**config.mk**
```make
export PLATFORM = sky130hd
export DESIGN_NAME = fbfl_div
export DESIGN_NICKNAME = d
export VERILOG_FILES = /design/src/design/fbfl_pkg.sv /design/src/design/fbfl_div.sv
export SDC_FILE = /design/constraint.sdc
export NUM_CORES = 1
export LEC_CHECK = 0
export ABC_AREA = 1
export BUFFER_PORTS_ARGS = -buffer_cell sky130_fd_sc_hd__buf_2
export CORE_MARGIN = 5
export CORE_UTILIZATION = 55
export CTS_CLUSTER_SIZE = 40
export DETAILED_ROUTE_END_ITERATION = 10
export PLACE_DENSITY = 0.78
export SETUP_SLACK_MARGIN = 0.2
export SLEW_MARGIN = 10
export SYNTH_ARGS = -nofsm -noshare
export SYNTH_HDL_FRONTEND = slang
export SYNTH_SLANG_ARGS = --single-unit
```
**constraint.sdc**
```tcl
create_clock -name clk -period 2.48 [get_ports clk]
set_clock_uncertainty 0.1 [all_clocks]
set_input_delay 0.248 -clock clk [delete_from_list [all_inputs] [get_ports clk]]
set_output_delay 0.248 -clock clk [all_outputs]
set_load 0.05 [all_outputs]
```
**src/design/fbfl_pkg.sv**
```systemverilog
// Package with the shared widths, codes and divider channel types of the block pool allocator.
`timescale 1ns / 1ps

package fbfl_pkg;

	localparam int NUM_BLOCKS = 1024;

	localparam int IDX_W = $clog2(NUM_BLOCKS);
	localparam int LINK_W = $clog2(NUM_BLOCKS + 1);

	localparam int ADDR_W = 32;
	localparam int SIZE_W = 32;
	localparam int BLK_W = 16;
	localparam int FIELD_IDX_W = 10;
	localparam int ACT_W = 2;
	localparam int CFG_IDX_W = 2;
	localparam int CFG_DATA_W = 32;

	localparam int DIV_STEPS = SIZE_W;
	localparam int DIV_CNT_W = $clog2(DIV_STEPS);
	localparam logic [DIV_CNT_W-1:0] DIV_LAST = DIV_CNT_W'(DIV_STEPS - 1);

	localparam logic [LINK_W-1:0] NULL_LINK = LINK_W'(NUM_BLOCKS);

	typedef enum logic [ACT_W-1:0] {
		ACT_ALLOC = 2'd0,
		ACT_FREE  = 2'd1,
		ACT_INIT  = 2'd2,
		ACT_NONE  = 2'd3
	} action_t;

	typedef enum logic [CFG_IDX_W-1:0] {
		CFG_BASE_ADDRESS = 2'd0,
		CFG_BUFFER_SIZE  = 2'd1,
		CFG_BLOCK_SIZE   = 2'd2
	} cfg_index_t;

	typedef struct packed {
		logic              start;
		logic [SIZE_W-1:0] dividend;
		logic [BLK_W-1:0]  divisor;
	} div_req_t;

	typedef struct packed {
		logic              done;
		logic [SIZE_W-1:0] quotient;
	} div_rsp_t;

endpackage

```
**src/design/fbfl_div.sv**
```systemverilog
// Radix-2 restoring divider that yields one quotient bit per cycle.
`timescale 1ns / 1ps

module fbfl_div (
	input  logic            clk,
	input  logic            arst_n,
	input  fbfl_pkg::div_req_t req,
	output fbfl_pkg::div_rsp_t rsp
);
	import fbfl_pkg::*;

	logic                 busy_q;
	logic                 done_q;
	logic [DIV_CNT_W-1:0] cnt_q;
	logic [BLK_W-1:0]     rem_q;
	logic [SIZE_W-1:0]    quo_q;
	logic [BLK_W-1:0]     div_q;

	logic [BLK_W:0] trial;
	logic [BLK_W:0] diff;
	logic           fits;

	always_comb begin
		trial = {rem_q, quo_q[SIZE_W-1]};
		diff = trial - {1'b0, div_q};
		fits = (trial >= {1'b0, div_q});
	end

	always_ff @(posedge clk or negedge arst_n) begin
		if (!arst_n) begin
			busy_q <= 1'b0;
			done_q <= 1'b0;
			cnt_q <= '0;
		end else begin
			done_q <= 1'b0;
			if (req.start) begin
				busy_q <= 1'b1;
				cnt_q <= '0;
			end else if (busy_q) begin
				if (cnt_q == DIV_LAST) begin
					busy_q <= 1'b0;
					done_q <= 1'b1;
				end else begin
					cnt_q <= cnt_q + 1'b1;
				end
			end
		end
	end

	always_ff @(posedge clk) begin
		if (req.start) begin
			rem_q <= '0;
			quo_q <= req.dividend;
			div_q <= req.divisor;
		end else if (busy_q) begin
			rem_q <= fits ? diff[BLK_W-1:0] : trial[BLK_W-1:0];
			quo_q <= {quo_q[SIZE_W-2:0], fits};
		end
	end

	assign rsp.done = done_q;
	assign rsp.quotient = quo_q;

endmodule
```
==> run metrics <==
worst-margin pin slew=around 580 ps; largest net degree at the start of global routing=44; clk slew on worst S/H paths=80 ps; gr usage total=23.2%; Final period util=~85%; Placement Rows=31; RSZ-0062 raised after global routing=no; PnR worst setup slack=384 ps; Min-Delay Path Class=input port to register; grt total ovfl=0; die height=95.6 um; Post-route DRC=0; setup TNS=0 ps; Post-Synthesis Cells=roughly 510; Reg-to-Reg Start=quo_q[31]; 1st-pass router iterations=5; CTS tree=built; RePlAce Congestion=between 0.9 and 1; CTS H-tree lvls=3; pre-CTS setup slack=305 ps; layout cells sized above 1=between 20% and 30%; Post-Route WL=between 9 and 10 mm; Horiz. Die Dim=95.6 um; core region area=7210 um2; # IOs=84; Yosys reg bits=between 70 and 80; worst r2r path cells=11; required time of the critical path=about 2600 ps; die area=9150 um2; f_max=0.477 GHz; Max Transition Viols Final=0; Bufs on Longest Clock Path=2; max_cap viols=0; syn avg cell area=a little under 8 um2; HP Start=req[21]; Worst-Skew Late Latency=around 350 ps; Final nets=between 600 and 700; cell area after layout=4960 um2; Yosys cell types=34; PortBufs=83; Critical Path AT=2240 ps; ANT nets after route=0; fin crit period=2100 ps; kind of critical path=register to register; Mapped Nets=581; Worst setup SP type=register; first-pass GRT wire length=16.4 mm; Filler cells=601; Synth Warn #=0; clk sink count=71; CP Max Fanout=4; outcome=complete, no violations; Rel. slew slack=61.4%; Crit. End Element=register; Seq/Total Area, Yosys=between 40% and 50%; Fin. Hold Viols=0; power density over cell area=904 nW/um2; routed vias=around 3600; antenna cells=0; worst IR drop on VDD=0.000588 V; initial antenna violation count=0; Post-Place Cells=686; Total Power=4.48 mW; hpwl dp=6.91 mm; area delta synth->final=23.0%; Starting Density=55.9%; DP Area=4540 um2; Via density=5.00; Root Buffer=clkbuf_8; First DRT Iteration DRCs=between 200 and 250; CTS buffer count=9; Hold Path Depth=3; Hold Path Sink=quo_q[5]; setup violators final=0; Wirelength per Cell=13.4 um; Core Util, Final=approximately 69%; Leakage=2.60 nW; mapped cell area=4030 um2; reg2reg setup slack=between 300 and 400 ps; Post-Layout Cell Count=722; final hold slack=between 60 and 70 ps; vias in the first global route=3706; FF-to-FF End=rem_q[14]
[power by group]
part	total [mW]	internal [mW]	leakage [nW]	switching, mW
Combinational	2.01	0.734	1.78	1.28
Clock	0.884	0.457	0.0884	0.427
Sequential	1.59	1.47	0.730	0.118
Total	4.48	2.66	2.60	1.82
[worst max-delay path, stage by stage (launching register included)]
cell and delay (ps):
edfxtp_1 370, inv_1 80, ha_1 230, fa_2 380, nor2_1 110, nor2_1 110, o21ai_2 190, nand2_1 130
nand3_1 130, nand3_2 70, nand2_1 60, nand2_1 40
[timing repair]
action,in CTS,in global routing
hold buffers,17,0
endpoints found under the setup margin,0,15
resized for setup,0,7
hold endpoints to repair,23,0
setup buffers,0,3
[state kept, by name, indices dropped and copies added, names as in the netlist]
signal / cells
busy_q: 1
div_q: 16
quo_q: 32
rem_q: 16
done_q: 1
cnt_q: 5
[layout make-up]
| type | count | area (um2) | area share (%) |
|---|---|---|---|
| clock inverters | 5 | 50.0 | 1.01 |
| flip-flops and latches | 71 | 1940 | 39.0 |
| well taps | 99 | 124 | 2.50 |
| clock buffers | 11 | 131 | 2.65 |
| multi-input cells | 352 | 1780 | 35.8 |
| repair buffers | 108 | 658 | 13.3 |
| inverters | 76 | 285 | 5.75 |
[synthesized netlist by cell type, drive strengths merged]
| library cell | number | area, um2 |
|---|---|---|
| a21oi | 13 | 72.6 |
| a31oi | 1 | 6.26 |
| a32o | 1 | 10.0 |
| buf | 6 | 47.5 |
| clkbuf | 6 | 22.5 |
| clkinv | 1 | 3.75 |
| dfrtp | 7 | 175 |
| dfxtp | 16 | 320 |
| edfxtp | 48 | 1440 |
| fa | 1 | 20.0 |
| ha | 18 | 225 |
| inv | 75 | 282 |
| nand2 | 219 | 847 |
| nand3 | 41 | 225 |
| nand3b | 7 | 52.6 |
| nand4 | 4 | 25.0 |
| nor2 | 23 | 106 |
| nor3 | 4 | 20.0 |
| o21a | 1 | 7.51 |
| o21ai | 12 | 63.8 |
| o21bai | 1 | 7.51 |
| xnor2 | 4 | 35.0 |
| xor2 | 2 | 17.5 |
[cells in the final DEF, fill, tap and decap left out, types with 11 or more instances in the layout]
master	Yosys	layout
nand2_1	213	213
buf_2	2	83
inv_1	73	73
edfxtp_1	48	48
nand3_1	37	37
ha_1	18	17
dlygate4sd3_1	0	17
nor2_1	17	16
dfxtp_1	16	16
a21oi_1	11	11
[routing by layer]
metal	share of wire (%)	vias to the layer above	GRT usage, %	wire, um
li1	-	1827	-	-
met4	2.2	0	9.00	214
met5	0	-	0	0
met1	43	1626	29.2	4180
met3	7.2	20	6.08	701
met2	47	135	38.0	4580
[worst max-delay path by stage]
stage,startpoint,end
final,quo_q[31],rem_q[14]
after global routing,quo_q[31],rem_q[8]
after CTS,quo_q[31],rem_q[14]
after detailed placement,quo_q[31],rem_q[14]
after global placement,quo_q[31],rem_q[14]
after floorplan,quo_q[31],rem_q[14]
[kinds of logic (layout without fill, tap and decap cells)]
family | count (synthesis) | count (layout) | share of synthesized area, %
AOI/OAI and AO/OA | 29 | 29 | 4.16
xor gates and xnor gates | 6 | 6 | 1.30
adders and majority gates | 19 | 19 | 6.08
buffers and inverters | 88 | 200 | 8.81
DFF | 71 | 71 | 48.0
and+or+nand+nor | 298 | 298 | 31.6
(Power assumes the default switching activity.)
